--- src/hw/rtl/ir_pulse_length_tick_encoder_core_defines.svh ---
// Assertion macros shared by the tick encoder RTL.
`ifndef IR_PULSE_LENGTH_TICK_ENCODER_CORE_DEFINES_SVH
`define IR_PULSE_LENGTH_TICK_ENCODER_CORE_DEFINES_SVH

// Same-cycle implication, checked on every rising clock edge outside reset.
`define IRPTE_ASSERT_IMP(lbl, clk, rst_n, ante, cons, msg) \
  lbl: assert property (@(posedge clk) disable iff (!rst_n) (ante) |-> (cons)) \
    else $error(msg);

// Next-cycle implication, checked on every rising clock edge outside reset.
`define IRPTE_ASSERT_NXT(lbl, clk, rst_n, ante, cons, msg) \
  lbl: assert property (@(posedge clk) disable iff (!rst_n) (ante) |=> (cons)) \
    else $error(msg);

`endif

--- src/hw/rtl/irpte_pkg.sv ---
package irpte_pkg;

  localparam int unsigned DutyW          = 16;
  localparam int unsigned PctW           = 7;
  localparam int unsigned PercentFull    = 100;
  localparam int unsigned DefBits        = 14;
  localparam int unsigned DefHeaderTicks = 4;

  // Product of max_power and the saturated percentage.
  localparam int unsigned ProdW = DutyW + PctW;

  // Divide by 100 as a multiply by ceil(2^30 / 100) and a shift; exact for
  // every product below 2^30 / 76, which covers 65535 * 100.
  localparam int unsigned RecipShift = 30;
  localparam int unsigned RecipW     = 24;
  localparam logic [RecipW-1:0] RecipMul = 24'd10737419;
  localparam int unsigned QuotW      = ProdW + RecipW;

  typedef enum logic [2:0] {
    SEQ_IDLE,
    SEQ_HDR,
    SEQ_OFF,
    SEQ_ON1,
    SEQ_ON2,
    SEQ_TAIL
  } seq_state_e;

endpackage

--- src/hw/rtl/irpte_power.sv ---
`include "ir_pulse_length_tick_encoder_core_defines.svh"

module irpte_power #(
  parameter int unsigned Bits = irpte_pkg::DefBits
) (
  input  logic                         clk_i,
  input  logic                         rst_ni,
  input  logic [irpte_pkg::DutyW-1:0]  max_power_i,
  input  logic                         in_valid_i,
  output logic                         in_ready_o,
  input  logic [Bits-1:0]              word_i,
  input  logic [irpte_pkg::PctW-1:0]   pct_i,
  output logic                         out_valid_o,
  input  logic                         out_ready_i,
  output logic [Bits-1:0]              word_o,
  output logic [irpte_pkg::DutyW-1:0]  pwr_o
);

  logic                          va_q, va_d, vb_q, vb_d;
  logic                          en_a, en_b;
  logic [irpte_pkg::PctW-1:0]    pct_sat;
  logic [irpte_pkg::ProdW-1:0]   prod_d, prod_q;
  logic [Bits-1:0]               word_a_q, word_b_q;
  logic [irpte_pkg::QuotW-1:0]   quot;
  logic [irpte_pkg::DutyW-1:0]   pwr_d, pwr_q;

  // A stage moves when it is empty or when the one after it frees up.
  assign en_b       = !vb_q || out_ready_i;
  assign en_a       = !va_q || en_b;
  assign in_ready_o = en_a;

  assign pct_sat = (pct_i > irpte_pkg::PctW'(irpte_pkg::PercentFull)) ?
                   irpte_pkg::PctW'(irpte_pkg::PercentFull) : pct_i;
  assign prod_d  = irpte_pkg::ProdW'(max_power_i) * irpte_pkg::ProdW'(pct_sat);

  assign quot  = irpte_pkg::QuotW'(prod_q) * irpte_pkg::QuotW'(irpte_pkg::RecipMul);
  assign pwr_d = quot[irpte_pkg::RecipShift +: irpte_pkg::DutyW];

  assign va_d = en_a ? in_valid_i : va_q;
  assign vb_d = en_b ? va_q : vb_q;

  always_ff @(posedge clk_i or negedge rst_ni) begin
    if (!rst_ni) begin
      va_q <= 1'b0;
      vb_q <= 1'b0;
    end else begin
      va_q <= va_d;
      vb_q <= vb_d;
    end
  end

  always_ff @(posedge clk_i) begin
    if (en_a) begin
      prod_q   <= prod_d;
      word_a_q <= word_i;
    end
    if (en_b) begin
      pwr_q    <= pwr_d;
      word_b_q <= word_a_q;
    end
  end

  assign out_valid_o = vb_q;
  assign word_o      = word_b_q;
  assign pwr_o       = pwr_q;

  `IRPTE_ASSERT_NXT(a_stage_a_kept, clk_i, rst_ni, va_q && !en_b, va_q,
                    "power stage A dropped an item while stalled")
  `IRPTE_ASSERT_NXT(a_stage_b_kept, clk_i, rst_ni, vb_q && !out_ready_i,
                    vb_q && $stable(pwr_q), "power stage B lost its item while stalled")

endmodule

--- src/hw/rtl/irpte_tick_seq.sv ---
`include "ir_pulse_length_tick_encoder_core_defines.svh"

module irpte_tick_seq #(
  parameter int unsigned Bits        = irpte_pkg::DefBits,
  parameter int unsigned HeaderTicks = irpte_pkg::DefHeaderTicks
) (
  input  logic                         clk_i,
  input  logic                         rst_ni,
  input  logic                         in_valid_i,
  output logic                         in_ready_o,
  input  logic [Bits-1:0]              word_i,
  input  logic [irpte_pkg::DutyW-1:0]  pwr_i,
  output logic                         out_valid_o,
  input  logic                         out_ready_i,
  output logic [irpte_pkg::DutyW-1:0]  out_duty_o,
  output logic                         out_last_o
);

  localparam int unsigned HdrCntW = $clog2(HeaderTicks + 1);
  localparam int unsigned BitCntW = $clog2(Bits + 1);
  localparam logic [HdrCntW-1:0] HdrLastCnt = HdrCntW'(HeaderTicks - 1);
  localparam logic [BitCntW-1:0] BitLastCnt = BitCntW'(Bits - 1);

  irpte_pkg::seq_state_e         state_q, state_d;
  logic [HdrCntW-1:0]            hdr_cnt_q, hdr_cnt_d;
  logic [BitCntW-1:0]            bit_cnt_q, bit_cnt_d;
  logic [Bits-1:0]               word_q, word_d;
  logic [irpte_pkg::DutyW-1:0]   pwr_q, pwr_d;
  logic                          out_free, step, load;
  logic [irpte_pkg::DutyW-1:0]   tick_duty;
  logic                          tick_last;
  logic                          out_valid_q;
  logic [irpte_pkg::DutyW-1:0]   out_duty_q;
  logic                          out_last_q;

  assign out_free   = !out_valid_q || out_ready_i;
  assign step       = (state_q != irpte_pkg::SEQ_IDLE) && out_free;
  assign in_ready_o = (state_q == irpte_pkg::SEQ_IDLE) ||
                      ((state_q == irpte_pkg::SEQ_TAIL) && out_free);
  assign load       = in_ready_o && in_valid_i;

  always_comb begin
    logic bit_done;
    bit_done  = 1'b0;
    state_d   = state_q;
    hdr_cnt_d = hdr_cnt_q;
    bit_cnt_d = bit_cnt_q;
    word_d    = word_q;
    pwr_d     = pwr_q;
    if (step) begin
      unique case (state_q)
        irpte_pkg::SEQ_HDR: begin
          if (hdr_cnt_q == HdrLastCnt) begin
            state_d   = irpte_pkg::SEQ_OFF;
            bit_cnt_d = '0;
          end else begin
            hdr_cnt_d = HdrCntW'(hdr_cnt_q + 1'b1);
          end
        end
        irpte_pkg::SEQ_OFF: state_d = irpte_pkg::SEQ_ON1;
        irpte_pkg::SEQ_ON1: begin
          if (word_q[Bits-1]) begin
            state_d = irpte_pkg::SEQ_ON2;
          end else begin
            bit_done = 1'b1;
          end
        end
        irpte_pkg::SEQ_ON2:  bit_done = 1'b1;
        irpte_pkg::SEQ_TAIL: state_d = irpte_pkg::SEQ_IDLE;
        default: ;
      endcase
    end
    if (bit_done) begin
      word_d = word_q << 1;
      if (bit_cnt_q == BitLastCnt) begin
        state_d = irpte_pkg::SEQ_TAIL;
      end else begin
        bit_cnt_d = BitCntW'(bit_cnt_q + 1'b1);
        state_d   = irpte_pkg::SEQ_OFF;
      end
    end
    if (load) begin
      state_d   = irpte_pkg::SEQ_HDR;
      hdr_cnt_d = '0;
      word_d    = word_i;
      pwr_d     = pwr_i;
    end
  end

  always_comb begin
    tick_duty = '0;
    tick_last = 1'b0;
    unique case (state_q) inside
      irpte_pkg::SEQ_HDR, irpte_pkg::SEQ_ON1, irpte_pkg::SEQ_ON2: tick_duty = pwr_q;
      irpte_pkg::SEQ_TAIL: tick_last = 1'b1;
      default: ;
    endcase
  end

  always_ff @(posedge clk_i or negedge rst_ni) begin
    if (!rst_ni) begin
      state_q     <= irpte_pkg::SEQ_IDLE;
      hdr_cnt_q   <= '0;
      bit_cnt_q   <= '0;
      out_valid_q <= 1'b0;
    end else begin
      state_q   <= state_d;
      hdr_cnt_q <= hdr_cnt_d;
      bit_cnt_q <= bit_cnt_d;
      if (out_free) begin
        out_valid_q <= step;
      end
    end
  end

  always_ff @(posedge clk_i) begin
    word_q <= word_d;
    pwr_q  <= pwr_d;
    if (out_free) begin
      out_duty_q <= tick_duty;
      out_last_q <= tick_last;
    end
  end

  assign out_valid_o = out_valid_q;
  assign out_duty_o  = out_duty_q;
  assign out_last_o  = out_last_q;

  `IRPTE_ASSERT_IMP(a_last_is_off, clk_i, rst_ni, out_valid_q && out_last_q,
                    out_duty_q == '0, "final tick of a run carries carrier power")
  `IRPTE_ASSERT_NXT(a_load_starts_hdr, clk_i, rst_ni, load,
                    state_q == irpte_pkg::SEQ_HDR, "new word did not start with header")
  `IRPTE_ASSERT_IMP(a_on2_after_on1, clk_i, rst_ni, state_q == irpte_pkg::SEQ_ON2,
                    $past(state_q) == irpte_pkg::SEQ_ON1 ||
                    $past(state_q) == irpte_pkg::SEQ_ON2,
                    "second on tick not preceded by first on tick")

endmodule

--- src/hw/rtl/ir_pulse_length_tick_encoder_core.sv ---
// IR pulse-width tick encoder. Each input item (a data word and a power
// percentage) becomes a run of carrier duty values, one output item per
// modulation tick: HEADER_TICKS ticks at power, then per data bit (MSB
// first) one off tick, one on tick and a second on tick for a one, then a
// closing off tick flagged with tlast. Power is max_power * percent / 100,
// truncated, with percentages above 100 treated as 100. A word yields
// HEADER_TICKS + 2*BITS + (ones in the word) + 1 ticks at the output, 33
// to 47 with the defaults; the tick sequencer emits one tick per cycle
// while its output register is free, and that is the throughput bound.
// Consecutive words follow back to back when the next word already waits
// in the two-stage power pipeline. The user writes max_power through
// cfg_we_i/cfg_wdata_i only while no run is in flight; the block does
// not enforce this. It resets to 0: runs of full shape with zero duty.
module ir_pulse_length_tick_encoder_core #(
  parameter int unsigned BITS         = irpte_pkg::DefBits,
  parameter int unsigned HEADER_TICKS = irpte_pkg::DefHeaderTicks
) (
  input  logic                              clk_i,
  input  logic                              rst_ni,
  // config: max_power
  input  logic                              cfg_we_i,
  input  logic [irpte_pkg::DutyW-1:0]       cfg_wdata_i,
  // input items
  input  logic                              s_axis_tvalid,
  output logic                              s_axis_tready,
  // [BITS-1:0] data_word, [BITS+6:BITS] power_percent, zero pad above
  input  logic [((BITS + irpte_pkg::PctW + 7) / 8) * 8 - 1:0] s_axis_tdata,
  // output items
  output logic                              m_axis_tvalid,
  input  logic                              m_axis_tready,
  // [15:0] duty
  output logic [irpte_pkg::DutyW-1:0]       m_axis_tdata,
  output logic                              m_axis_tlast
);

  logic [irpte_pkg::DutyW-1:0] max_power_q;
  logic [BITS-1:0]             in_word;
  logic [irpte_pkg::PctW-1:0]  in_pct;
  logic                        pw_valid, pw_ready;
  logic [BITS-1:0]             pw_word;
  logic [irpte_pkg::DutyW-1:0] pw_pwr;

  // Hold the power register; write only between runs.
  always_ff @(posedge clk_i or negedge rst_ni) begin
    if (!rst_ni) begin
      max_power_q <= '0;
    end else if (cfg_we_i) begin
      max_power_q <= cfg_wdata_i;
    end
  end

  // Unpack the input item; padding bits are dropped.
  assign in_word = s_axis_tdata[BITS-1:0];
  assign in_pct  = s_axis_tdata[BITS +: irpte_pkg::PctW];

  // Saturate the percentage and scale max_power, two registered stages.
  irpte_power #(
    .Bits(BITS)
  ) u_power (
    .clk_i      (clk_i),
    .rst_ni     (rst_ni),
    .max_power_i(max_power_q),
    .in_valid_i (s_axis_tvalid),
    .in_ready_o (s_axis_tready),
    .word_i     (in_word),
    .pct_i      (in_pct),
    .out_valid_o(pw_valid),
    .out_ready_i(pw_ready),
    .word_o     (pw_word),
    .pwr_o      (pw_pwr)
  );

  // Walk header, bit and tail ticks; advance one tick per cycle into the
  // output register while it is free, and take the next word on the tail tick or when idle.
  irpte_tick_seq #(
    .Bits       (BITS),
    .HeaderTicks(HEADER_TICKS)
  ) u_tick_seq (
    .clk_i      (clk_i),
    .rst_ni     (rst_ni),
    .in_valid_i (pw_valid),
    .in_ready_o (pw_ready),
    .word_i     (pw_word),
    .pwr_i      (pw_pwr),
    .out_valid_o(m_axis_tvalid),
    .out_ready_i(m_axis_tready),
    .out_duty_o (m_axis_tdata),
    .out_last_o (m_axis_tlast)
  );

endmodule

--- config.mk ---
export PLATFORM = sky130hd
export DESIGN_NAME = ir_pulse_length_tick_encoder_core
export DESIGN_NICKNAME = d
export VERILOG_FILES = /design/src/hw/rtl/irpte_pkg.sv /design/src/hw/rtl/irpte_power.sv /design/src/hw/rtl/irpte_tick_seq.sv /design/src/hw/rtl/ir_pulse_length_tick_encoder_core.sv
export VERILOG_INCLUDE_DIRS = /design/src /design/src/hw/rtl
export SDC_FILE = /design/constraint.sdc
export NUM_CORES = 1
export LEC_CHECK = 0
export ABC_CLOCK_PERIOD_IN_PS = 9000
export BUFFER_PORTS_ARGS = -buffer_cell sky130_fd_sc_hd__buf_2
export CAP_MARGIN = 20
export CORE_UTILIZATION = 41
export CTS_CLUSTER_SIZE = 12
export DETAILED_ROUTE_END_ITERATION = 7
export SLEW_MARGIN = 40
export SYNTH_ARGS = -nofsm -noshare
export SYNTH_HDL_FRONTEND = slang
export SYNTH_SLANG_ARGS = --single-unit
--- constraint.sdc ---
create_clock -name clk_i -period 9 [get_ports clk_i]
set_clock_uncertainty 0.1 [all_clocks]
set_input_delay 0.9 -clock clk_i [delete_from_list [all_inputs] [get_ports clk_i]]
set_output_delay 0.9 -clock clk_i [all_outputs]
set_load 0.01 [all_outputs]
; ---- Word level (Yosys, flattened, before mapping)
; Index checks and enable logic that the tools add are counted.
[classes]
add_sub_neg = 2
n_mul = 2
order_cmp = 1
n_eq_ne = 10
muxes = 23
n_reduce_logical = 20
[op_table]
columns = op, count
row1 = $mul 23x24->46 const B, 1
row2 = $mux 3, 10
row3 = $mux 14, 2
row4 = $mul 16x7->23, 1
row5 = $mux 4, 5
row6 = $pmux 3 s4, 1
row7 = $eq 3x2->1 const B, 3
row8 = $ne 4x1->1 const B, 2
row9 = $gt 7x7->1 const B, 1
row10 = $mux 7, 1
row11 = $eq 3x3->1 const B, 2
row12 = $reduce_bool 2->1, 3
row13 = $reduce_bool 3->1, 2
row14 = $reduce_bool 6->1, 1
row15 = $add 4x1->4 const B, 1
row16 = $eq 4x4->1 const B, 1
row17 = $logic_or 1x1->1, 4
row18 = $reduce_and 4->1, 1
row19 = $add 3x1->3 const B, 1
row20 = $eq 3x1->1 const B, 1
row21 = $logic_and 1x1->1, 3
row22 = $logic_not 1->1, 3
row23 = $logic_not 3->1, 1
row24 = $mux 1, 3
row25 = other kinds (4), 4
[word_totals]
reg_bits = 143
output_inout_bits = 19
elab_cells = 73

; ---- Longest topological paths before layout
[logic_depth]
depth_word = 7
depth_mapped = 24
depth_no_buf = 24

; ---- By module
; Synthesis repeated with hierarchy kept, for this count alone.
[hier_totals]
hier_cells = 1666
area_unflattened_um2 = 18218.7
[by_module_without_submodules]
columns = mod, n_inst, cells_each, area_each_um2, seq_area_each_um2
row1 = irpte_power, 1, 1478, 15139.5, 2062.0
row2 = irpte_tick_seq, 1, 154, 2429.8, 1686.6
row3 = ir_pulse_length_tick_encoder_core, 1, 34, 649.4, 400.4

; ---- Worst setup path before layout
; No wires, ideal clock.
[synth_path]
path_type = register to register
start = reg u_power.prod_q[6] in the netlist's numbering
end = reg u_power.pwr_q (netlist bit u_power.pwr_o[12]) (data pin)
setup_ns = 0.256
arrival_time_ns = 6.144
t_required_ns = 8.644
setup_slack_ns = 2.500
path_stages_with_launch = 23
path_buffers = 0
path_cell_list = edfxtp_1 inv_1 fa_1 inv_1 fa_1 inv_1 fa_1 fa_1 inv_1 fa_1 fa_1 inv_1 fa_1 inv_1 ha_1 and3_1 and3_1 nand3_1 o32ai_2 o41ai_4 o21ai_2 a2111oi_0 and4b_1
[synth_via]
elab_chain_cells = 1
[synth_rtl]
columns = element, line_no
row1 = from (decl), irpte_power.sv:22  ; logic [irpte_pkg::ProdW-1:0] prod_d, prod_q;
row2 = from (signal assigned), irpte_power.sv:54  ; prod_q <= prod_d;
row3 = $mul 23x24->46, irpte_power.sv:36  ; assign quot = irpte_pkg::QuotW'(prod_q) * irpte_pkg::QuotW'(irpte_pkg::RecipMul);
row4 = named net u_power.quot (one bit), irpte_power.sv:24  ; logic [irpte_pkg::QuotW-1:0] quot;
row5 = to (signal assigned), irpte_power.sv:58  ; pwr_q <= pwr_d;
row6 = to (decl), irpte_power.sv:25  ; logic [irpte_pkg::DutyW-1:0] pwr_d, pwr_q;
; The timed path passes the listed nets, and every way through them passes these cells.
; A chain may end at the register's enable or synchronous reset.

; ---- Worst setup path after layout
[layout_path]
start = reg u_power.prod_q[14] in the netlist's numbering
end = reg u_power.pwr_q (netlist bit u_power.pwr_o[14]) (data pin)
; The elaborated chain is that of the path after synthesis.

==> flow_metrics.env <==
export IMPL_yosys_cell_count_top_type="inv_1"
export IMPL_cts_resized=0
export IMPL_syn_area_per_cell_um2=11.0
export IMPL_synth_area_um2=17800
export IMPL_initial_core_util_pct=42.0
export IMPL_area_of_the_multi_input_gates_um2=12100
export IMPL_grt_overflow=0
export IMPL_detail_route_iter0_violations=351
export IMPL_setup_viol=0
export IMPL_place_gp_congestion=0.924
export IMPL_path_cells="inv_1, fa_1, inv_1, ha_1, inv_1, fa_1, inv_1, fa_1, fa_1, fa_1, inv_1, fa_1, inv_1, ha_1, and3_1, and3_1, nand3_1, o32ai_2, o41ai_4, a21oi_1, a31oi_1, xnor2_1"
export IMPL_finalSetupTns_ns=0
export IMPL_gate_count_of_the_mapped_netlist=1621
export IMPL_number_of_buffer_cells_added_on_primary_ports=60
export IMPL_io_pins=64
export IMPL_timing_setup_critical_path_class="reg -> reg"
export IMPL_finalHoldViolCount=0
export IMPL_cts_repair_timing_setup_buffer_count=0
export IMPL_cp_max_fo=6
export IMPL_worstSetupEndpointType="register"
export IMPL_cp_data_required_time_ns=9.09
export IMPL_synth_largest_area_cell="fa_1"
export IMPL_synthToLayoutAreaGrowth_pct=8.80
export IMPL_die_height_um=210
export IMPL_drt_vias_per_instance=4.84
export IMPL_synth_enable_flop_cells=114
export IMPL_rsz_0062_raised_after_global_routing="no"
export IMPL_placementRows=75
export IMPL_drc=0
export IMPL_grt_usage_pct=17.4
export IMPL_synth_warning_count=0
export IMPL_post_synth_top_area_fraction_pct=29.6
export IMPL_fin_crit_sh_pct=79.4
export IMPL_max_clock_path_buffers=2
export IMPL_numCtsBuffers=17
export IMPL_hold_start="u_power.pwr_o[2]"
export IMPL_net_count_after_synthesis=2214
export IMPL_ys_seq_elements=143
export IMPL_layout_filler_cells=4021
export IMPL_max_cap_violations=0
export IMPL_largest_stage_delay_worst_path_ns=0.63
export IMPL_cp_buffers_inverters=6
export IMPL_timing_critical_path_from="u_power.prod_q[14]"
export IMPL_slew_limit_headroom_pct=49.3
export IMPL_place_detailed_hpwl_um=30300
export IMPL_worst_path_dominant_cell_family="adder cells"
export IMPL_hold_buffers=0
export IMPL_synth_async_reset_ratio_pct=20.3
export IMPL_tritoncts="done"
export IMPL_drv_slew=0
export IMPL_pin_count_of_the_biggest_net_entering_global_routing=40
export IMPL_synth_main_ff_cell="edfxtp_1"
export IMPL_run_status="completed"
export IMPL_sink_count=143
export IMPL_number_of_global_route_vias_before_repair=11876
export IMPL_placed_area_um2=18800
export IMPL_yosysSeqAreaShare_pct=23.3
export IMPL_worst_setup_hold_path_clk_slew_ns=0.06
export IMPL_library_cells_used_by_synthesis=59
export IMPL_critical_path_slowest_cell="fa_1"
export IMPL_floorplan_core_area_um2=42400
export IMPL_sequential_standard_cell_area_um2=4150
export IMPL_fmax_mhz=140
export IMPL_final_net_count=2274
export IMPL_timing_rr_start="u_power.prod_q[14]"
export IMPL_floorplan_die_area_um2=44300
export IMPL_routed_via_count=10989
export IMPL_clkLatencyLatePin_ns=0.43
export IMPL_clk_root_buf="clkbuf_16"
export IMPL_final_layout_size_suffix_gt1_share_pct=8.32
export IMPL_startpoint_type="register"
export IMPL_initial_antenna_violation_count=0
export IMPL_measured_slew_at_the_worst_slew_check_pin_ns=0.761
export IMPL_synthTopCellsByArea="fa_1, ha_1, edfxtp_1, inv_1, dfrtp_1"
export IMPL_hold_class="reg -> reg"
export IMPL_post_route_min_period_ns=7.15
export IMPL_critPathArrivalTime_ns=7.23
export IMPL_postRouteAntennaNets=0
export IMPL_grt_first_pass_wirelength_um=60100
export IMPL_post_synth_most_frequent_cells="inv_1, ha_1, fa_1, edfxtp_1, nand2_1"
export IMPL_die_width_um=210
export IMPL_finish_instance_area_um2=19400
export IMPL_clock_tree_htree_level_count=4
export IMPL_antenna_cells=0
export IMPL_detailed_routing_iteration_count_for_the_pre_antenna_repair_pass=4
export IMPL_post_drt_wl_per_cell_um=15.7
export IMPL_postRouteWirelength_um=35600
==> stage by stage <==
stage / worst slack [ns] / instances / hold slack, ns / utilization [%]
after CTS: 1.83 / 2271 / 0.319 / 45.7
after global placement: 1.92 / 2239 / 0.300 / 44.3
after detailed placement: 1.85 / 2239 / 0.305 / 44.3
after global routing: 1.47 / 2271 / 0.322 / 45.7
after floorplan: 2.50 / 1621 / 0.300 / -
final: 1.85 / 2271 / 0.317 / 45.7
==> per-layer routing <==
layer	up-vias	part of all wire (%)	global-route usage, %
met5	-	0	0
met4	0	1.5	4.30
met3	29	2.3	2.21
met2	152	48	29.3
met1	5439	48	23.7
li1	5369	-	-
==> flip-flops by register name, indices dropped and copies added (netlist names), 3 cells and up <==
| register | flops |
|---|---|
| u_power.pwr_o | 16 |
| u_power.word_o | 14 |
| u_tick_seq.out_duty_o | 16 |
| u_power.prod_q | 23 |
| u_power.word_a_q | 14 |
| u_tick_seq.bit_cnt_q | 4 |
| max_power_q | 16 |
| u_tick_seq.hdr_cnt_q | 3 |
| u_tick_seq.state_q | 3 |
| u_tick_seq.word_q | 14 |
| u_tick_seq.pwr_q | 16 |
==> cells in the final DEF, fill, tap and decap left out, types with 4 or more instances in the layout <==
| cell | count |
|---|---|
| nand2_1 | 76 |
| fa_1 | 263 |
| o21a_1 | 5 |
| xnor2_1 | 29 |
| o211ai_1 | 7 |
| a21o_1 | 27 |
| inv_1 | 387 |
| and2_1 | 51 |
| edfxtp_1 | 114 |
| nor3_1 | 10 |
| nand2b_1 | 8 |
| and3_1 | 30 |
| a31oi_1 | 7 |
| nand3_1 | 16 |
| clkbuf_16 | 17 |
| buf_4 | 5 |
| inv_6 | 5 |
| o21bai_1 | 6 |
| o21ai_0 | 31 |
| dfrtp_1 | 29 |
| nor2_1 | 26 |
| xor2_1 | 11 |
| mux2_2 | 30 |
| inv_8 | 4 |
| a21oi_1 | 59 |
| ha_1 | 285 |
| buf_2 | 60 |
| nand4_1 | 15 |
| nor2b_1 | 25 |
==> cell type report <==
class / count / area share, %
tap: 577 / 3.73
multi-input combinational: 1066 / 62.5
clock buffer: 17 / 2.20
timing repair buffer: 65 / 1.74
inverter: 388 / 7.52
sequential: 143 / 21.4
clock inverter: 15 / 0.853
==> path summary, 6_finish.rpt <==
path                                        to  depth (start not counted)  slack (ns)
max                          u_power.pwr_o[14]                         22        1.85
min reg2reg                u_tick_seq.pwr_q[2]                          0        0.32
max reg2reg                  u_power.pwr_o[14]                         22        1.85
min                        u_tick_seq.pwr_q[2]                          0        0.32
min in group asynchronous         u_power.va_q                          1        0.42
max in group asynchronous       max_power_q[4]                          1        7.94
==> cells by family after synthesis <==
group	after synthesis	share of synthesized area, %
adder cells (fa/ha/maj)	548	49.6
buffers and inverters	412	8.70
AO/OA/AOI/OAI	169	6.16
AND/OR/NAND/NOR	276	8.21
multiplexers	33	2.07
flip-flops	143	23.3
XOR/XNOR	40	1.97
Power is left out: the tool's default activity adds up to more than one toggle a clock period on the data nets, which glitch-free logic cannot reach.
